--- src/rtl/core/lzss_fifo.sv ---
// ----------------------------------------------------------------------------
// lzss_fifo
// Small register queue. DEPTH is a power of two, at least 2.
// ----------------------------------------------------------------------------
module lzss_fifo #(
  parameter int WIDTH = 8,
  parameter int DEPTH = 4
) (
  input  logic             clk,
  input  logic             rst_n,
  input  logic             push,
  input  logic [WIDTH-1:0] wdata,
  output logic             full,
  input  logic             pop,
  output logic [WIDTH-1:0] rdata,
  output logic             empty
);

  localparam int PW = $clog2(DEPTH);
  localparam int CW = $clog2(DEPTH + 1);

  logic [WIDTH-1:0] mem_r [DEPTH];
  logic [PW-1:0]    wr_ptr_r, wr_ptr_nxt;
  logic [PW-1:0]    rd_ptr_r, rd_ptr_nxt;
  logic [CW-1:0]    cnt_r, cnt_nxt;
  logic             do_push, do_pop;

  assign full    = (cnt_r == CW'(DEPTH));
  assign empty   = (cnt_r == '0);
  assign do_push = push && !full;
  assign do_pop  = pop && !empty;
  assign rdata   = mem_r[rd_ptr_r];

  always_comb begin
    wr_ptr_nxt = do_push ? wr_ptr_r + 1'b1 : wr_ptr_r;
    rd_ptr_nxt = do_pop ? rd_ptr_r + 1'b1 : rd_ptr_r;
    cnt_nxt    = cnt_r;
    if (do_push && !do_pop) begin
      cnt_nxt = cnt_r + 1'b1;
    end else if (do_pop && !do_push) begin
      cnt_nxt = cnt_r - 1'b1;
    end
  end

  always_ff @(posedge clk) begin
    if (!rst_n) begin
      wr_ptr_r <= '0;
      rd_ptr_r <= '0;
      cnt_r    <= '0;
    end else begin
      wr_ptr_r <= wr_ptr_nxt;
      rd_ptr_r <= rd_ptr_nxt;
      cnt_r    <= cnt_nxt;
    end
  end

  always_ff @(posedge clk) begin
    if (do_push) begin
      mem_r[wr_ptr_r] <= wdata;
    end
  end

endmodule

--- config.mk ---
export PLATFORM = sky130hd
export DESIGN_NAME = lzss_fifo
export DESIGN_NICKNAME = d
export VERILOG_FILES = /design/src/rtl/core/lzss_fifo.sv
export SDC_FILE = /design/constraint.sdc
export NUM_CORES = 1
export LEC_CHECK = 0
export BUFFER_PORTS_ARGS = -buffer_cell sky130_fd_sc_hd__buf_4
export CAP_MARGIN = 5
export CORE_MARGIN = 5
export CORE_UTILIZATION = 39
export CTS_CLUSTER_DIAMETER = 120
export DETAILED_ROUTE_END_ITERATION = 6
export HOLD_SLACK_MARGIN = 0.15
export SKIP_CTS_REPAIR_TIMING = 1
export SYNTH_ARGS = -nofsm -noshare
export SYNTH_HDL_FRONTEND = slang
export SYNTH_SLANG_ARGS = --single-unit
export TNS_END_PERCENT = 5
--- constraint.sdc ---
create_clock -name clk -period 5.03 [get_ports clk]
set_input_delay 0.503 -clock clk [delete_from_list [all_inputs] [get_ports clk]]
set_output_delay 0.503 -clock clk [all_outputs]
set_load 0.03 [all_outputs]
Word level (Yosys, flattened, before mapping)
Memories as Yosys holds them, arrays and structs flattened. A register that Yosys moved wholly into a read port is not among the register bits.
Cells that the tools add are included.
- bits in writable memories: 32
- word-level logic and storage cells: 25
- memories: 1
- bits of input ports: 12
- output and inout port bits: 10
- bits in registers: 7
- memory list (memory ; words ; width ; read ports ; clocked after Yosys merged registers in ; write ports ; RTL line ; RTL):
    mem_r ; 4 ; 8 ; 1 ; 1 ; 1 ; 22 ; logic [WIDTH-1:0] mem_r [DEPTH];
- reduce and logical (&&, ||, !) cells: 10
- mux-type cells: 6
- add/subtract/negate cells: 4
- equal/unequal tests: 1
- operators by type and width (cell ; count):
    $mux W3 ; 2
    $add A2 B1 Y2 const B ; 2
    $logic_and A1 B1 Y1 ; 4
    $logic_not A1 Y1 ; 4
    $mux W2 ; 2
    $add A3 B1 Y3 const B ; 1
    $eq A3 B3 Y1 const B ; 1
    $logic_not A3 Y1 ; 1
    $sub A3 B1 Y3 const B ; 1
    $mux W1 ; 2
    $reduce_bool A2 Y1 ; 1

Depth between registers and ports, before layout
- word-level depth: 7
- gate-level depth with buffers: 9
- mapped depth without buffers: 8

Least setup slack after synthesis
OpenSTA, ideal clock, no wires.
- path type: reg2reg
- from: register cnt_r[2]
- to: register cnt_r[2]
- required time: 4.960 ns
- library setup time: 0.070 ns
- stages on the path, launching flop included: 10
- path slack: 2.909 ns
- buffers on the path: 1
- arrival time: 2.051 ns
- clock period less this slack: 2.121 ns
- cell sequence: dfxtp_1 > nor3b_2 > nor2b_1 > buf_6 > ha_1 > inv_1 > fa_1 > xor2_1 > or3_1 > a21boi_1
- cells in the longest elaborated chain, start to end: 6
- elaborated cells on any way between the ends: 15
- those cells by class: add/sub: 2; eq/ne: 1; mux: 2; reduce/logical: 10
- RTL lines (item ; RTL line ; RTL):
    start: declaration ; 25 ; logic [CW-1:0] cnt_r, cnt_nxt;
    start signal: assignment ; 53 ; cnt_r <= cnt_nxt;
    $eq A3 B3 Y1 * ; 28 ; assign full = (cnt_r == CW'(DEPTH));
    via full ; 13 ; output logic full,
    $logic_not A1 Y1 * ; 30 ; assign do_push = push && !full;
    $logic_and A1 B1 Y1 * ; 30 ;
    via do_push ; 26 ; logic do_push, do_pop;
    $logic_not A1 Y1 ; 40 ; end else if (do_pop && !do_push) begin
    $logic_and A1 B1 Y1 ; 40 ;
    $reduce_bool A2 Y1 (no line) ; -- ;
The timed path passes the listed nets; every way through them passes the cells marked *. The select of a mux whose other input is x is not followed.
A chain may end at the register's enable or synchronous reset.

Worst setup path after layout
- from: register cnt_r[0]
- to: register cnt_r[2]
- cells in the longest elaborated chain, start to end: 6
- elaborated cells on any way between the ends: 15
- those cells by class: add/sub: 2; eq/ne: 1; mux: 2; reduce/logical: 10
- RTL lines (item):
    parallel branches: the longest is 6 deep, another holds $sub A3 B1 Y3
Several ways; the timed one is not identified. The select of a mux whose other input is x is not followed.

==> results.sh <==
export IMPL_status="complete, no violations"
export IMPL_totalWireLength_um=2580
export IMPL_holdCritStartpoint="wdata[6]"
export IMPL_combPwrFrac_pct=31.7
export IMPL_syn_to_final_growth_pct=17.0
export IMPL_drc=0
export IMPL_synth_edf_count=32
export IMPL_min_to="mem_r[1][6]"
export IMPL_post_dp_hpwl_um=1870
export IMPL_synth_area_mux_share_pct=12.8
export IMPL_postSynthCellCount=90
export IMPL_cts_root_buf="clkbuf_8"
export IMPL_fin_crit_sh_pct=47.4
export IMPL_synth_xor_area_share_pct=2.14
export IMPL_synthSimpleGateAreaFrac_pct=6.18
export IMPL_worstSetupPathType="reg2reg"
export IMPL_grt_max_degree=13
export IMPL_cts_tree="done"
export IMPL_drive_above_1_share_pct=33.0
export IMPL_r2r_end="cnt_r[2]"
export IMPL_synth_top_cells_by_area="edfxtp_1, dfxtp_1, mux4_2"
export IMPL_grt_pass1_vias=888
export IMPL_worstSkewPairLatency_ns=0.29
export IMPL_hold_path_class="in2reg"
export IMPL_clkTransAtPathRegs_ns=0.08
export IMPL_synth_cell_types=23
export IMPL_relSlewSlack_pct=61.5
export IMPL_seq_power_share_pct=47.8
export IMPL_critPathBufInv=1
export IMPL_p_int_w=0.000662
export IMPL_final_hold_viol_count=0
export IMPL_coreArea_um2=4030
export IMPL_htreeDepth=2
export IMPL_seq_area_frac_synth_pct=69.6
export IMPL_seqCellArea_um2=1140
export IMPL_diodes=0
export IMPL_dp_cells=157
export IMPL_syn_area_um2=1640
export IMPL_setup_viol_count_final=0
export IMPL_num_rows=23
export IMPL_grt_pass1_wl_um=4310
export IMPL_synth_seq_cells=41
export IMPL_grt_overflow=0
export IMPL_yosys_warnings=0
export IMPL_wl_per_cell_um=15.6
export IMPL_p_leak_nw=0.688
export IMPL_n_fill_cell=365
export IMPL_dr_pass1_iters=4
export IMPL_antenna_found_initial=0
export IMPL_synth_nets=108
export IMPL_synth_fa_ha_area_share_pct=5.04
export IMPL_grt_use_met1_pct=12.4
export IMPL_period_needed_ns=2.38
export IMPL_vias=802
export IMPL_clkSinkCount=41
export IMPL_r2r_cells=8
export IMPL_r2r_slack_ns=2.65
export IMPL_hold_depth=1
export IMPL_critical_path_required_ns=5.25
export IMPL_yosys_area_top_type_share_pct=58.6
export IMPL_swShare_pct=32.2
export IMPL_stdcell_count=165
export IMPL_port_buffers=21
export IMPL_synth_compound_area_share_pct=2.06
export IMPL_slew_viol_final=0
export IMPL_drt_vias_per_instance=4.86
export IMPL_path_cells="nor3b_2 > nor2b_1 > ha_1 > inv_1 > fa_1 > xor2_1 > or3_1 > a21boi_1"
export IMPL_switchingPower_w=0.000315
export IMPL_syn_avg_cell_area_um2=18.2
export IMPL_path_max_fanout=7
export IMPL_final_core_util_pct=47.6
export IMPL_p_clk_share_pct=20.5
export IMPL_track_usage_pct=10.9
export IMPL_skew_ns=0.00788
export IMPL_drv_cap=0
export IMPL_die_h_um=74.8
export IMPL_antenna_left=0
export IMPL_p_per_area_nw_per_um2=509
export IMPL_finalPower_w=0.000976
export IMPL_cpMaxStageDelayCell="dfxtp_1"
export IMPL_cts_made_buffers=5
export IMPL_cts_path_max_buffers=2
export IMPL_async_reset_ff_share_pct=0
export IMPL_gp_congestion=0.786
export IMPL_worstSetupStartpointType="flop"
export IMPL_drtIter0Drc=64
export IMPL_nNetsFinal=132
export IMPL_start_util_pct=40.7
export IMPL_die_x_um=74.8
export IMPL_timing_fmax_ghz=0.420
export IMPL_grt_busiest_layer="met2"
export IMPL_crit_family="simple AND/OR/NAND/NOR gates"
export IMPL_die_area_um2=5600
export IMPL_tightest_slew_ns=0.577
export IMPL_crit_path_max_incr_delay_ns=0.49
export IMPL_multi_input_area_um2=463
export IMPL_synth_main_ff_cell="edfxtp_1"
export IMPL_use_met3_pct=3.34
export IMPL_synth_top_area_cell="edfxtp_1"
export IMPL_rsz0062_at_grt="no"
export IMPL_r2r_start="cnt_r[0]"
export IMPL_end_kind="flop"
export IMPL_cp_arrival_ns=2.60
export IMPL_crit_cells=8
export IMPL_tns_ns=0
export IMPL_synth_top_family_by_area="multiplexers"
export IMPL_irDropWorstVdd_mv=0.266
export IMPL_use_met2_pct=17.9
export IMPL_ios=22
==> layer usage <==
metal / vias to the layer above / wire (um)
met5: - / 0
met1: 394 / 1040
met4: 0 / 63
met2: 18 / 1330
li1: 383 / -
met3: 7 / 147
==> worst max-delay path by stage <==
stage	start	endpoint	slack [ns]
after CTS	cnt_r[0]	cnt_r[2]	2.62
after detailed placement	push	cnt_r[2]	2.63
final	cnt_r[0]	cnt_r[2]	2.65
after global routing	cnt_r[0]	cnt_r[2]	2.46
after global placement	push	cnt_r[2]	2.76
after floorplan	cnt_r[2]	cnt_r[2]	2.91
==> layout make-up <==
| cell class | instances | share of cell area (%) |
|---|---|---|
| sequential | 41 | 59.5 |
| multi-input combinational | 42 | 24.1 |
| timing repair buffer | 21 | 8.22 |
| clock buffer | 6 | 3.78 |
| tap | 50 | 3.26 |
| inverter | 3 | 0.587 |
| clock inverter | 2 | 0.522 |
==> state kept, by name (all words and copies together), names as in the netlist, named ones only <==
name	count
mem_r	32
wr_ptr_r	2
rd_ptr_r	2
cnt_r	3
==> stage by stage <==
stage / instance area (um^2) / setup WS (ns) / hold slack [ns]
after floorplan: 1640 / 2.91 / 0.468
after global placement: 1840 / 2.76 / 0.484
after detailed placement: 1840 / 2.63 / 0.502
after CTS: 1920 / 2.62 / 0.400
after global routing: 1920 / 2.46 / 0.400
final: 1920 / 2.65 / 0.411
==> Yosys cell counts (2+ instances only) <==
master and instances:
edfxtp_1 32, dfxtp_1 9, and2_1 8, mux4_2 8
ha_1 5, nand2_1 4, inv_1 3, mux2i_1 3
xnor2_1 3, nor2b_1 2
==> layout by cell type, fill, tap and decap left out <==
cell type  count
fa_1           1
mux2i_1        3
a21boi_1       1
o21ai_0        1
buf_4         21
clkbuf_8       5
edfxtp_1      32
o311ai_1       1
clkbuf_1       1
dfxtp_1        9
nand2_1        4
nor3_1         1
and2_1         8
o31ai_2        1
ha_1           5
xnor2_1        3
mux4_2         8
nor3b_2        1
xor2_1         1
nor2b_1        2
inv_1          3
or3_1          1
clkinv_2       2
==> power groups by stage <==
stage / sequential (W) / combinational, W / clock [W]
6_report: 0.000467 / 0.000309 / 0.000200
5_1_grt: 0.000478 / 0.000334 / 0.000221
4_1_cts: 0.000470 / 0.000315 / 0.000208
3_5_place_dp: 0.000478 / 0.000314 / 0
3_3_place_gp: 0.000474 / 0.000308 / 0
2_1_floorplan: 0.000446 / 0.000245 / 0
==> kinds of logic after synthesis <==
| family | count (synthesis) |
|---|---|
| AOI/OAI and AO/OA | 4 |
| xor gates and xnor gates | 4 |
| adders and majority gates | 6 |
| buffers and inverters | 7 |
| DFF | 41 |
| muxes | 11 |
| and+or+nand+nor | 17 |
Power figures use the tool's default switching activity.
