## config.mk

```make
export PLATFORM = sky130hd
export DESIGN_NAME = lzss_front
export DESIGN_NICKNAME = d
export VERILOG_FILES = /design/src/rtl/core/lzss_pkg.sv /design/src/rtl/core/lzss_front.sv
export SDC_FILE = /design/constraint.sdc
export NUM_CORES = 1
export LEC_CHECK = 0
export ABC_AREA = 1
export CAP_MARGIN = 10
export CORE_MARGIN = 5
export CORE_UTILIZATION = 40
export CTS_BUF_LIST = sky130_fd_sc_hd__clkbuf_4 sky130_fd_sc_hd__clkbuf_8
export DETAILED_ROUTE_END_ITERATION = 10
export DONT_BUFFER_PORTS = 1
export PLACE_DENSITY = 0.64
export REMOVE_ABC_BUFFERS = 1
export SLEW_MARGIN = 0
export SYNTH_ARGS = -nofsm -noshare
export SYNTH_HDL_FRONTEND = slang
export SYNTH_SLANG_ARGS = --single-unit
```

## constraint.sdc

```tcl
create_clock -name clk -period 17.2 [get_ports clk]
set_input_delay 3.44 -clock clk [delete_from_list [all_inputs] [get_ports clk]]
set_output_delay 3.44 -clock clk [all_outputs]
set_load 0.02 [all_outputs]
```

## src/rtl/core/lzss_pkg.sv

```systemverilog
// ----------------------------------------------------------------------------
// lzss_pkg
// Shared types and constants of the LZSS ring decompressor.
// ----------------------------------------------------------------------------
package lzss_pkg;

  localparam int RING_DEPTH   = 4096;
  localparam int RING_AW      = $clog2(RING_DEPTH);
  localparam int CNT_W        = 24;
  localparam int LEN_W        = 9;
  localparam int MIN_MATCH    = 3;
  localparam int EXT_MATCH    = 18;
  localparam int BPR_DEFAULT  = 8;
  localparam int CMDQ_DEPTH   = 4;
  localparam int OUTQ_DEPTH   = 2;

  localparam logic [RING_AW-1:0] RING_END_ADDR  = RING_AW'(RING_DEPTH - 1);
  localparam logic [3:0]         LEN_NIBBLE_EXT = 4'h0F;

  // parser phase
  typedef enum logic [1:0] {
    PH_FLAG,
    PH_TOKEN,
    PH_HIGH,
    PH_EXT
  } phase_t;

  // back-end sequencer state
  typedef enum logic [1:0] {
    BK_CLEAR,
    BK_IDLE,
    BK_READ,
    BK_WRITE
  } bk_state_t;

  // one unit of work for the back end: a literal or a ring copy
  typedef struct packed {
    logic               is_lit;
    logic [RING_AW-1:0] data;     // literal in bits 7:0, or ring read position
    logic [LEN_W-1:0]   len;      // bytes to produce, already clipped
    logic [CNT_W-1:0]   base;     // block output count before this command
  } cmd_t;

  typedef struct packed {
    logic [63:0]        bytes;
    logic [3:0]         byte_count;
    logic [RING_AW-1:0] ring_pos;
    logic               limit_reached;
    logic               last;
  } out_t;

  typedef struct packed {
    logic clearing;
  } bk_status_t;

endpackage

```

## src/rtl/core/lzss_front.sv

```systemverilog
// ----------------------------------------------------------------------------
// lzss_front
// Token parser: turns compressed bytes into literal and copy commands,
// tracks the block output count and clips copies to the limit.
// ----------------------------------------------------------------------------
module lzss_front
  import lzss_pkg::*;
(
  input  logic             clk,
  input  logic             rst_n,
  input  logic             accept,
  input  logic [7:0]       src_byte,
  input  logic             block_start,
  input  logic [CNT_W-1:0] output_limit,
  output logic             cmd_push,
  output cmd_t             cmd
);

  phase_t           phase_r, phase_nxt;
  logic [7:0]       flag_bits_r, flag_bits_nxt;
  logic [3:0]       flag_idx_r, flag_idx_nxt;
  logic [7:0]       ref_low_r, ref_low_nxt;
  logic [7:0]       ref_high_r, ref_high_nxt;
  logic [CNT_W-1:0] count_r, count_nxt;

  // state as seen by this byte, after an optional block restart
  phase_t           phase_e;
  logic [7:0]       flag_bits_e;
  logic [3:0]       flag_idx_e;
  logic [7:0]       ref_low_e;
  logic [CNT_W-1:0] count_e;
  logic [CNT_W-1:0] remain;
  logic [LEN_W-1:0] len_raw;
  logic [LEN_W-1:0] len_clip;
  logic [3:0]       idx_inc;
  logic             is_copy;

  always_comb begin
    phase_e     = block_start ? PH_FLAG : phase_r;
    flag_bits_e = block_start ? 8'd0 : flag_bits_r;
    flag_idx_e  = block_start ? 4'd8 : flag_idx_r;
    ref_low_e   = block_start ? 8'd0 : ref_low_r;
    count_e     = block_start ? '0 : count_r;
    remain      = output_limit - count_e;
    idx_inc     = flag_idx_e + 4'd1;

    if (phase_e == PH_EXT) begin
      len_raw = LEN_W'(EXT_MATCH) + LEN_W'(src_byte);
    end else begin
      len_raw = LEN_W'(src_byte[7:4]) + LEN_W'(MIN_MATCH);
    end
    len_clip = (remain < CNT_W'(len_raw)) ? remain[LEN_W-1:0] : len_raw;

    phase_nxt     = phase_r;
    flag_bits_nxt = flag_bits_r;
    flag_idx_nxt  = flag_idx_r;
    ref_low_nxt   = ref_low_r;
    ref_high_nxt  = ref_high_r;
    count_nxt     = count_r;
    cmd_push      = 1'b0;
    is_copy       = 1'b0;
    cmd.is_lit    = 1'b1;
    cmd.data      = RING_AW'(src_byte);
    cmd.len       = LEN_W'(1);
    cmd.base      = count_e;

    if (accept) begin
      if (block_start) begin
        phase_nxt     = PH_FLAG;
        flag_bits_nxt = 8'd0;
        flag_idx_nxt  = 4'd8;
        ref_low_nxt   = 8'd0;
        ref_high_nxt  = 8'd0;
        count_nxt     = '0;
      end
      // drop the byte once the block has reached its limit
      if (count_e < output_limit) begin
        case (phase_e)
          PH_TOKEN: begin
            if (flag_bits_e[flag_idx_e[2:0]]) begin
              ref_low_nxt = src_byte;
              phase_nxt   = PH_HIGH;
            end else begin
              cmd_push     = 1'b1;
              count_nxt    = count_e + CNT_W'(1);
              flag_idx_nxt = idx_inc;
              phase_nxt    = (idx_inc >= 4'd8) ? PH_FLAG : PH_TOKEN;
            end
          end
          PH_HIGH: begin
            ref_high_nxt = src_byte;
            if (src_byte[7:4] == LEN_NIBBLE_EXT) begin
              phase_nxt = PH_EXT;
            end else begin
              is_copy      = 1'b1;
              flag_idx_nxt = idx_inc;
              phase_nxt    = (idx_inc >= 4'd8) ? PH_FLAG : PH_TOKEN;
            end
          end
          PH_EXT: begin
            is_copy      = 1'b1;
            flag_idx_nxt = idx_inc;
            phase_nxt    = (idx_inc >= 4'd8) ? PH_FLAG : PH_TOKEN;
          end
          default: begin
            flag_bits_nxt = src_byte;
            flag_idx_nxt  = 4'd0;
            phase_nxt     = PH_TOKEN;
          end
        endcase
      end
    end

    if (is_copy) begin
      cmd_push   = 1'b1;
      cmd.is_lit = 1'b0;
      cmd.len    = len_clip;
      count_nxt  = count_e + CNT_W'(len_clip);
      if (phase_e == PH_EXT) begin
        cmd.data = {ref_high_r[3:0], ref_low_e};
      end else begin
        cmd.data = {src_byte[3:0], ref_low_e};
      end
    end
  end

  always_ff @(posedge clk) begin
    if (!rst_n) begin
      phase_r     <= PH_FLAG;
      flag_bits_r <= 8'd0;
      flag_idx_r  <= 4'd8;
      ref_low_r   <= 8'd0;
      ref_high_r  <= 8'd0;
      count_r     <= '0;
    end else begin
      phase_r     <= phase_nxt;
      flag_bits_r <= flag_bits_nxt;
      flag_idx_r  <= flag_idx_nxt;
      ref_low_r   <= ref_low_nxt;
      ref_high_r  <= ref_high_nxt;
      count_r     <= count_nxt;
    end
  end

endmodule

```

* Word level (Yosys, flattened, before mapping)
Index checks and enable logic that the tools add are counted.
Word-level totals: logic and storage cells 64, input port bits 36, register bits 54, output and inout bits 47
Operators by class: add/sub/neg operators 6, magnitude comparators 4, reduce and logical (&&, ||, !) cells 2, eq/ne operators 4, muxes and demuxes 42
Operators with widths (number):
- $mux W24 | 6
- $mux W8 | 10
- $add A24 B1 Y24 const B | 1
- $add A24 B9 Y24 | 1
- $lt A24 B24 Y1 | 1
- $lt A24 B9 Y1 | 1
- $sub A24 B24 Y24 | 1
- $mux W22 | 1
- $mux W9 | 2
- $mux W4 | 4
- $mux W12 | 1
- $pmux W4 S3 | 1
- $mux W1 | 10
- $add A5 B8 Y9 const A | 1
- $mux W2 | 4
- $pmux W2 S3 | 1
- $add A4 B2 Y5 const B | 1
- $add A4 B1 Y4 const B | 1
- $eq A2 B2 Y1 const B | 2
- $eq A4 B4 Y1 const B | 1
- $ge A4 B4 Y1 const B | 1
- $lt A3 B4 Y1 const B | 1
- $bmux W1 S3 | 1
- $reduce_or A3 Y1 | 1
- 3 further kinds | 3

* Logic depth before layout (Yosys ltp)
Gate-level depths: netlist of the first run.
word-level depth 8, mapped depth 39, gate-level depth less buffers 37

* Least setup slack after synthesis of the first run
No wires, ideal clock.
kind input to output, from in block_start, to out cmd[31] in the netlist's numbering, data required time 13760 ps, setup slack 6855 ps, path buffers 3, arrival 6905 ps, stages 21, cell sequence buf_6 clkbuf_1 clkbuf_1 nor2_1 ha_1 fa_1 nor2_1 nand2_1 nand3_1 xnor2_1 inv_1 ha_1 nand2_1 nor2_1 a211oi_1 a21boi_1 nor2_4 nand2_4 nand2_1 nand2_1 nor2_1
RTL lines:
- start: declaration | RTL line lzss_front.sv:13 | input logic block_start,
- end: declaration | RTL line lzss_front.sv:16 | output cmd_t cmd

==> run summary, run 1 <==
Worst-path fanout max - 28
Sequential area share after synthesis - 15.1%
Post-CTS setup repair buffer count - 0
Largest stage delay on the critical path - 0.65 ns
Overall die height - 139 um
Minimum clock period - 10.51 ns
Fraction of final layout cells sized beyond drive strength 1 - 4.88%
Worst skew pair latency - 0.33 ns
DRC violation count after routing - 0
Setup TNS after final layout - 0 ns
Outcome - finished, final reports clean
Cell at the root of the clock tree - sky130_fd_sc_hd__clkbuf_8
Die span in x - 139 um
Worst Setup Slack, final - 6.69 ns
Maximum capacitance violations - 0
Number of instances in the synthesized netlist - 1211
Type of origin of the critical path - primary input
Final setup violation count - 0
Critical-path cell with the highest stage delay - sky130_fd_sc_hd__nor2_1
Area share of the largest cell type after synthesis - 20.1%
Routability cong. - 0.968
Number of instances resized during post-cts repair - 0
HPWL reported at the end of detailed placement - 16100 um
Antenna violations before repair - 0
Via count of the routed design - 7290
Full die area - 19200 um^2
Area leader, netlist - sky130_fd_sc_hd__nand2_1
Family with the most delay on the worst path - simple AND/OR/NAND/NOR gates
Cell area after synthesis - 6610 um^2
Data required time at the worst endpoint - 13.76 ns
Maximum level of the CTS H-tree - 2
Via count normalized by instance count - 5.17
Number of distinct library cell variants in the gate-level netlist after synthesis - 44
Drt initial violations - 611
Buffers plus inverters on the worst setup path - 2
Number of routed nets with antenna violations - 0
P&R area growth vs syn - 3.48%
WP data arrival - 7.07 ns
Type of the most critical hold path - flip-flop to flip-flop
Leakage power total - 3.41 nW
Peak supply drop - 0.0307 mV
Number of buffers on the longest clock path - 2
Total routing resource utilization after global routing - 20.2%
Number of port buffers - 0
Most frequent cell on the critical path - sky130_fd_sc_hd__nand2_1
Area inside the core boundary - 16400 um^2
Gr ovfl total - 0
Final worst-path cycle share - 61.1%
Maximum number of pins on one net before global-route repair - 48
Number of warnings issued by yosys - 0
# nets final - 1274
Worst-case clock skew - 0.0163 ns
Number of standard-cell rows in the floorplan - 47
Final count of hold timing violations - 0
Vias in the first global route - 6381
Clock transition at the registers of the reported paths - 0.12 ns
Overall power of the completed layout - 305 uW
Clock tree from TritonCTS - yes
Ordered cell list for the critical path - nor2_1 -> inv_1 -> ha_1 -> nand2_1 -> inv_1 -> nand2_1 -> nand2_2 -> nand2_1 -> nand2_1 -> xor2_1 -> ha_1 -> a21oi_1 -> nor2_1 -> a211oi_1 -> a21boi_1 -> nor2_4 -> nand2_4 -> nand2_1 -> nand2_1 -> nor2_1
Unrepaired setup endpoints after global routing - no
Number of top-level design ports - 83
WL final - 20400 um
Dpl ws - 6.77 ns
Timing-limited maximum frequency - 95.2 MHz
Antenna cells - 0
Number of synthesized register bits - 50
Kind of end point of the critical path - output pin
Worst Tran Pin Value - 0.837 ns
Power density normalized to cell area - 44.5 nW/um^2
Most area-consuming cells after synthesis - sky130_fd_sc_hd__nand2_1, sky130_fd_sc_hd__dfxtp_1, sky130_fd_sc_hd__inv_1, sky130_fd_sc_hd__ha_1, sky130_fd_sc_hd__nor2_1
Post-CTS Hold Buffers - 0
Clock sink count - 50
Detailed-route wire length per cell - 14.5 um
Number of optimization iterations in the first detailed-route pass - 5
Headroom to the max-slew limit - 44.0%
Global-route wire length before repair - 32600 um
Number of buffers added by the clock tree synthesis step - 5
Effective utilization at floorplan - 40.3%
Average footprint of a synthesized cell - 5.46 um^2
Final-report max-slew violation count - 0
Worst setup path category - primary input to output pin
area by class of cell:
class / count / area [um^2]
clock buffer: 5 / 68.8
clock inverter: 3 / 26.3
fill: 1861 / 9570
inverter: 231 / 872
multi-input combinational: 897 / 4570
sequential: 50 / 1000
tap: 220 / 275
timing repair buffer: 3 / 22.5
registers in the layout, indices dropped and copies added, names as in the netlist:
register     cells
flag_idx_r       4
ref_low_r        8
phase_r          2
count_r         24
flag_bits_r      8
ref_high_r       4
routing by layer:
metal	vias up	GRT usage, %	share of wire [%]
met5	-	0	0
met4	0	2.39	0.77
met3	14	3.93	7.4
met2	239	33.4	45
met1	3265	28.3	46
li1	3772	-	-
cells in the mapped netlist (all sizes together):
master / instances
a211oi: 1
a21boi: 2
a21o: 1
a21oi: 89
a22oi: 2
a31oi: 6
buf: 16
clkbuf: 17
dfxtp: 50
fa: 2
ha: 48
inv: 231
nand2: 366
nand3: 73
nand3b: 6
nand4: 24
nor2: 150
nor3: 13
nor4: 3
o211ai: 4
o21a: 1
o21ai: 75
o21bai: 4
o22ai: 2
o2bb2ai: 1
o31a: 1
or2: 2
xnor2: 7
xor2: 14
per-stage QoR:
stage	instances	cell area, um^2	utilization, %	hold WS, ns
6_report	1409	6840	41.7	0.472
5_1_grt	1409	6840	41.7	0.486
4_1_cts	1409	6840	41.7	0.474
3_5_place_dp	1401	6740	41.1	0.456
3_3_place_gp	1401	6740	41.1	0.455
2_1_floorplan	1178	6440	-	0.443
layout by cell type (no fill, tap or decap), types with 2 or more instances in the layout:
cell type / count
sky130_fd_sc_hd__nor2_4: 5
sky130_fd_sc_hd__o211ai_1: 4
sky130_fd_sc_hd__nand3b_1: 6
sky130_fd_sc_hd__buf_4: 3
sky130_fd_sc_hd__nand3_1: 69
sky130_fd_sc_hd__ha_1: 48
sky130_fd_sc_hd__nor2_2: 12
sky130_fd_sc_hd__nand4_1: 24
sky130_fd_sc_hd__inv_1: 224
sky130_fd_sc_hd__or2_2: 2
sky130_fd_sc_hd__a31oi_1: 6
sky130_fd_sc_hd__o21bai_1: 4
sky130_fd_sc_hd__inv_6: 3
sky130_fd_sc_hd__clkbuf_8: 5
sky130_fd_sc_hd__o21ai_0: 66
sky130_fd_sc_hd__nand2_2: 10
sky130_fd_sc_hd__xor2_1: 14
sky130_fd_sc_hd__nor3_2: 2
sky130_fd_sc_hd__nand2_4: 2
sky130_fd_sc_hd__fa_1: 2
sky130_fd_sc_hd__nor4_1: 2
sky130_fd_sc_hd__xnor2_1: 7
sky130_fd_sc_hd__nor3_1: 11
sky130_fd_sc_hd__dfxtp_1: 50
sky130_fd_sc_hd__o22ai_1: 2
sky130_fd_sc_hd__nand3_2: 4
sky130_fd_sc_hd__o21ai_1: 8
sky130_fd_sc_hd__inv_2: 6
sky130_fd_sc_hd__a21oi_1: 89
sky130_fd_sc_hd__a22oi_1: 2
sky130_fd_sc_hd__nand2_1: 354
sky130_fd_sc_hd__nor2_1: 133
final timing paths:
check,slack (ns),end,from,cells past startpoint
max reg2reg,11.51,count_r[20],count_r[1],35
min,0.47,ref_low_r[4],ref_low_r[4],2
min reg2reg,0.47,ref_low_r[4],ref_low_r[4],2
max,6.69,cmd[27],block_start,20
logic make-up (layout without fill, tap and decap cells):
kind of cell / Yosys count / count (layout) / share of synthesized area [%]
and+or+nand+nor: 637 / 637 / 41.3
AOI/OAI and AO/OA: 189 / 189 / 15.3
adders and majority gates: 50 / 50 / 9.69
buffers and inverters: 264 / 242 / 15.7
xor gates and xnor gates: 21 / 21 / 2.78
DFF: 50 / 50 / 15.1
worst reg2reg max path, delay by kind of cell (launching register included):
kind            cells  cell delay, ns
simple gates       23            2.95
compound gates      3            0.46
buf+inv             4            0.45
flops               1            0.34
fa+ha+maj           4            1.19
xor+xnor            1            0.22
report_power, final:
part | total [mW] | leakage [nW] | internal (mW) | switching [mW]
Combinational | 0.103 | 2.95 | 0.0341 | 0.0685
Clock | 0.0791 | 0.0491 | 0.0301 | 0.0490
Sequential | 0.123 | 0.407 | 0.120 | 0.00292
Note: power is estimated with default switching activity, not from simulation.
==> inputs of run 2 (changes only) <==
- PLACE_DENSITY: 0.64 -> 0.66
- clock period: 17.2 -> 9.4 ns (I/O delays scaled with it)
==> run summary, run 2 (synthesis results as in run 1) <==
Data required time at the worst endpoint - 7.52 ns (-6.24 ns)
Clock sink count - 50 (unchanged)
DRC violation count after routing - 0 (unchanged)
Type of the most critical hold path - flip-flop to flip-flop
P&R area growth vs syn - 3.69%
Gr ovfl total - 0 (unchanged)
WL final - 20200 um (-0.75%)
Worst Tran Pin Value - 1.15 ns (+0.313 ns)
Number of standard-cell rows in the floorplan - 47 (unchanged)
Number of port buffers - 0 (unchanged)
Commonest non-fill, non-tap cells in the layout - sky130_fd_sc_hd__nand2_1, sky130_fd_sc_hd__inv_1, sky130_fd_sc_hd__nor2_1
Final count of hold timing violations - 0 (unchanged)
# nets final - 1273 (-0.078%)
Register name with the most flops - count_r
Minimum clock period - 7.35 ns
Finished Layout Cells - 1408 (-0.071%)
HPWL reported at the end of detailed placement - 16100 um (-0.51%)
Number of buffers added by the clock tree synthesis step - 5 (unchanged)
Clock tree from TritonCTS - yes
Maximum level of the CTS H-tree - 2 (unchanged)
Worst setup path category - primary input to output pin
Global-route wire length before repair - 32900 um (+1.1%)
Family with the most delay on the worst path - simple AND/OR/NAND/NOR gates
Number of routed nets with antenna violations - 0 (unchanged)
WP data arrival - 5.47 ns (-1.60 ns)
Number of instances resized during post-cts repair - 0 (unchanged)
Detailed-route wire length per cell - 14.4 um (-0.68%)
Outcome - finished, final reports clean
Maximum number of pins on one net before global-route repair - 48 (unchanged)
Ordered cell list for the critical path - nor2_1 -> inv_1 -> ha_1 -> nand2_1 -> inv_1 -> nand2_1 -> nand2_2 -> nand2_1 -> nand2_1 -> xor2_1 -> ha_1 -> a21oi_1 -> nor2_1 -> a211oi_1 -> a21boi_1 -> nor2_4 -> nand2_4 -> nand2_1 -> nand2_1 -> nor2_1
Worst skew pair latency - 0.32 ns (about the same)
Largest stage delay on the critical path - 0.64 ns (about the same)
Area inside the core boundary - 16400 um^2 (unchanged)
Leakage power total - 3.42 nW (+0.15%)
Post-Route Hold Slack - 0.473 ns (+0.00109 ns)
Unrepaired setup endpoints after global routing - no
Maximum capacitance violations - 0 (unchanged)
Setup TNS after final layout - 0 ns (unchanged)
Via count of the routed design - 7146 (-2.0%)
Type of origin of the critical path - primary input
Post-CTS setup repair buffer count - 0 (unchanged)
Drt initial violations - 520 (-15%)
Full die area - 19200 um^2 (unchanged)
Antenna cells - 0 (unchanged)
Most common cell after layout, fill and taps aside - sky130_fd_sc_hd__nand2_1
Biggest regs - count_r: 24 flops, flag_bits_r: 8 flops, ref_low_r: 8 flops
Post-CTS Hold Buffers - 0 (unchanged)
Antenna violations before repair - 0 (unchanged)
Routability cong. - 0.976 (+0.76%)
Peak supply drop - 0.0630 mV (+110%)
Final worst-path cycle share - 78.2%
Effective utilization at floorplan - 40.3% (unchanged)
Final setup violation count - 0 (unchanged)
Multi-input gate area in the final layout - 4570 um^2 (unchanged)
Clock transition at the registers of the reported paths - 0.11 ns (about the same)
Number of filler instances in the final layout - 1807 (-2.9%)
Total routing resource utilization after global routing - 20.4% (+0.16 points)
Kind of end point of the critical path - output pin
Vias in the first global route - 6426 (+0.71%)
Cell at the root of the clock tree - sky130_fd_sc_hd__clkbuf_8
Critical-path cell with the highest stage delay - sky130_fd_sc_hd__nor2_1
Number of buffers on the longest clock path - 2 (unchanged)
Number of optimization iterations in the first detailed-route pass - 5 (unchanged)
Sequential cell area - 1000 um^2 (unchanged)
Headroom to the max-slew limit - 23.3% (-21 points)
Buffers plus inverters on the worst setup path - 2 (unchanged)
Timing-limited maximum frequency - 136 MHz
Final-report max-slew violation count - 0 (unchanged)
Most frequent cell on the critical path - sky130_fd_sc_hd__nand2_1
Power density normalized to cell area - 84.7 nW/um^2 (+90%)
Number of top-level design ports - 83 (unchanged)
Worst-path fanout max - 28 (unchanged)
Overall die height - 139 um (unchanged)
Die span in x - 139 um (unchanged)
Worst-case clock skew - 0.0163 ns (-0.0000168 ns)
Via count normalized by instance count - 5.08 (-1.9%)
Placed Instances - 1400 (-0.071%)
Number of flip-flops in the largest register - 24 (unchanged)
Fraction of final layout cells sized beyond drive strength 1 - 4.80% (-0.080 points)
[run 2: cell types whose count changed in the layout (fill, tap and decap cells not counted)]
cell                        change
sky130_fd_sc_hd__buf_4          -1
sky130_fd_sc_hd__bufinv_16      +1
sky130_fd_sc_hd__clkinv_4       -1
[run 2: path summary, 6_finish.rpt]
| path | start | to | slack (ns) | cells past startpoint |
|---|---|---|---|---|
| setup / recovery | block_start | cmd[26] | 2.05 | 20 |
| hold / removal | flag_bits_r[4] | flag_bits_r[4] | 0.47 | 2 |
| setup reg to reg | count_r[1] | count_r[20] | 3.64 | 35 |
| hold reg to reg | flag_bits_r[4] | flag_bits_r[4] | 0.47 | 2 |
[run 2: worst min-delay path: stages, from the launching register on]
cell,delay [ns]
sky130_fd_sc_hd__dfxtp_1,0.33
sky130_fd_sc_hd__nand2_1,0.06
sky130_fd_sc_hd__a21oi_1,0.05
[run 2: routing by layer]
| metal | track usage [%] | wire (um) | vias up | share of wire, % |
|---|---|---|---|---|
| met4 | 4.63 | 457 | 0 | 2.3 |
| met5 | 0 | 0 | - | 0 |
| li1 | - | - | 3761 | - |
| met3 | 4.10 | 1480 | 24 | 7.3 |
| met1 | 28.5 | 9540 | 3139 | 47 |
| met2 | 32.6 | 8760 | 222 | 43 |
[run 2: area by class of cell]
type	count	area share (%)
Clock buffer	5	1.00
Inverter	231	12.7
Clock inverter	3	0.694
Timing Repair Buffer	2	0.219
Multi-Input combinational cell	897	66.7
Tap cell	220	4.02
Sequential cell	50	14.6
[run 2: stage by stage]
step | util (%) | total power [mW] | instance area [um^2] | worst slack (ns)
after CTS | 41.8 | 0.583 | 6850 | 2.05
after global placement | 41.1 | 0.413 | 6740 | 2.18
after global routing | 41.8 | 0.623 | 6850 | 1.60
after detailed placement | 41.1 | 0.414 | 6740 | 2.06
after floorplan | - | 0.375 | 6440 | 2.31
final | 41.8 | 0.580 | 6850 | 2.05
[run 2: report_power, final]
part / switching [mW] / internal [mW] / total [mW]
combinational: 0.125 / 0.0619 / 0.187
sequential: 0.00512 / 0.220 / 0.225
clock: 0.0875 / 0.0815 / 0.169
total: 0.217 / 0.363 / 0.580
==> inputs of run 3 (changes only) <==
- PLACE_DENSITY: 0.66 -> 0.64
- clock period: 9.4 -> 7.15 ns (I/O delays scaled with it)
==> run summary, run 3 (synthesis results as in run 1) <==
# nets final - 1280 (+0.55%)
Minimum clock period - 6.18 ns
Area inside the core boundary - 16400 um^2 (unchanged)
Reg2reg setup slack - 1.92 ns (-1.72 ns)
Global-route wire length before repair - 32500 um (-1.2%)
Clock tree from TritonCTS - yes
Final standard cell area without fillers - 6890 um^2 (+0.49%)
Buffers plus inverters on the worst setup path - 2 (unchanged)
Placed standard-cell area - 6790 um^2 (+0.78%)
Worst-case clock skew - 0.0124 ns (-0.00391 ns)
Gr ovfl total - 0 (unchanged)
Outcome - finished, final reports clean
Die span in x - 139 um (unchanged)
Post-Route Hold Slack - 0.474 ns (+0.00107 ns)
Maximum level of the CTS H-tree - 2 (unchanged)
Antenna violations before repair - 0 (unchanged)
Number of routed nets with antenna violations - 0 (unchanged)
Number of instances resized during post-cts repair - 0 (unchanged)
DRC violation count after routing - 0 (unchanged)
Overall die height - 139 um (unchanged)
Peak supply drop - 0.0773 mV (+23%)
Type of origin of the critical path - primary input
Final setup violation count - 0 (unchanged)
Type of the most critical hold path - flip-flop to flip-flop
Routability cong. - 0.904 (-7.3%)
Power density normalized to cell area - 107 nW/um^2 (+27%)
Number of standard-cell rows in the floorplan - 47 (unchanged)
Headroom to the max-slew limit - 26.6% (+3.3 points)
Largest stage delay on the critical path - 0.42 ns (-0.22 ns)
Setup TNS after final layout - 0 ns (unchanged)
Most common cell after layout, fill and taps aside - sky130_fd_sc_hd__nand2_1
Cell at the root of the clock tree - sky130_fd_sc_hd__clkbuf_8
Kind of end point of the critical path - output pin
Final count of hold timing violations - 0 (unchanged)
Leakage power total - 3.45 nW (+0.86%)
Register name with the most flops - count_r
P&R area growth vs syn - 4.20%
Fraction of final layout cells sized beyond drive strength 1 - 5.36% (+0.56 points)
Number of port buffers - 0 (unchanged)
Ordered cell list for the critical path - nor2_1 -> buf_4 -> ha_1 -> fa_1 -> nor2_1 -> nand2_1 -> nand3_1 -> xnor2_1 -> inv_1 -> ha_1 -> nand2_1 -> nor2_1 -> a211oi_1 -> a21boi_1 -> nor2_4 -> nand2_4 -> nand2_1 -> nand2_1 -> nor2_1
Commonest non-fill, non-tap cells in the layout - sky130_fd_sc_hd__nand2_1, sky130_fd_sc_hd__inv_1, sky130_fd_sc_hd__nor2_1
Vias in the first global route - 6329 (-1.5%)
Post-CTS Hold Buffers - 0 (unchanged)
Family with the most delay on the worst path - simple AND/OR/NAND/NOR gates
Via count normalized by instance count - 5.07 (about the same)
Maximum number of pins on one net before global-route repair - 48 (unchanged)
Data required time at the worst endpoint - 5.72 ns (-1.80 ns)
HPWL reported at the end of detailed placement - 16000 um (-0.34%)
Overall power of the completed layout - 738 uW (+27%)
Worst skew pair latency - 0.33 ns (about the same)
Via count of the routed design - 7179 (+0.46%)
Effective utilization at floorplan - 40.3% (unchanged)
Detailed-route wire length per cell - 14.2 um (-0.88%)
Final-report max-slew violation count - 0 (unchanged)
Number of filler instances in the final layout - 1853 (+2.5%)
Number of top-level design ports - 83 (unchanged)
Full die area - 19200 um^2 (unchanged)
Number of buffers on the longest clock path - 2 (unchanged)
Number of optimization iterations in the first detailed-route pass - 5 (unchanged)
Biggest regs - count_r: 24 flops, flag_bits_r: 8 flops, ref_low_r: 8 flops
Worst-path fanout max - 28 (unchanged)
Clock transition at the registers of the reported paths - 0.12 ns (about the same)
WP data arrival - 4.75 ns (-0.72 ns)
Unrepaired setup endpoints after global routing - no
Maximum capacitance violations - 0 (unchanged)
Drt initial violations - 594 (+14%)
Final worst-path cycle share - 86.5%
Critical-path cell with the highest stage delay - sky130_fd_sc_hd__fa_1
Timing-limited maximum frequency - 162 MHz
Worst Tran Pin Value - 1.10 ns (-0.0500 ns)
Total routing resource utilization after global routing - 20.2% (-0.19 points)
Number of flip-flops in the largest register - 24 (unchanged)
WL final - 20200 um (-0.39%)
Clock sink count - 50 (unchanged)
Number of buffers added by the clock tree synthesis step - 5 (unchanged)
Worst setup path category - primary input to output pin
Antenna cells - 0 (unchanged)
Post-CTS setup repair buffer count - 0 (unchanged)
==> run 3: worst paths after layout <==
path | from | cells after the start | endpoint
min reg2reg | flag_bits_r[4] | 2 | flag_bits_r[4]
max reg2reg | count_r[0] | 34 | count_r[20]
max | block_start | 19 | cmd[32]
min | flag_bits_r[4] | 2 | flag_bits_r[4]
==> run 3: worst register-to-register path, delay by kind of cell (launching register included) <==
family	cells	cell delay [ns]
compound gates	2	0.32
xor+xnor	1	0.18
fa+ha+maj	5	1.48
buf+inv	4	0.39
flops	1	0.33
simple gates	22	2.45
==> run 3: where the power goes <==
part	internal (mW)	total (mW)	switching, mW
clock	0.0737	0.195	0.121
combinational	0.0830	0.248	0.165
sequential	0.289	0.295	0.00682
==> run 3: per-stage QoR <==
step / utilization (%) / cells / worst slack (ns)
after detailed placement: 41.4 / 1407 / 0.968
after global placement: 41.4 / 1407 / 1.06
after CTS: 42.0 / 1415 / 1.02
final: 42.0 / 1415 / 0.966
after global routing: 42.0 / 1415 / 0.671
after floorplan: - / 1178 / 0.963
==> run 3: cell type report <==
| cell class | count | area, um^2 | area share (%) |
|---|---|---|---|
| clock inverter | 3 | 28.8 | 0.418 |
| timing repair buffer | 9 | 67.6 | 0.981 |
| tap | 220 | 275 | 4.00 |
| multi-input combinational | 897 | 4570 | 66.4 |
| clock buffer | 5 | 68.8 | 0.999 |
| sequential | 50 | 1000 | 14.5 |
| inverter | 231 | 872 | 12.7 |
==> run 3: per-layer routing <==
| layer | share of wire (%) | up-vias | routed length, um | global-route usage [%] |
|---|---|---|---|---|
| met2 | 44 | 227 | 8870 | 32.5 |
| met4 | 1.8 | 0 | 364 | 3.90 |
| met1 | 46 | 3148 | 9240 | 27.7 |
| met5 | 0 | - | 0 | 0 |
| met3 | 8.3 | 26 | 1680 | 5.07 |
| li1 | - | 3778 | - | - |
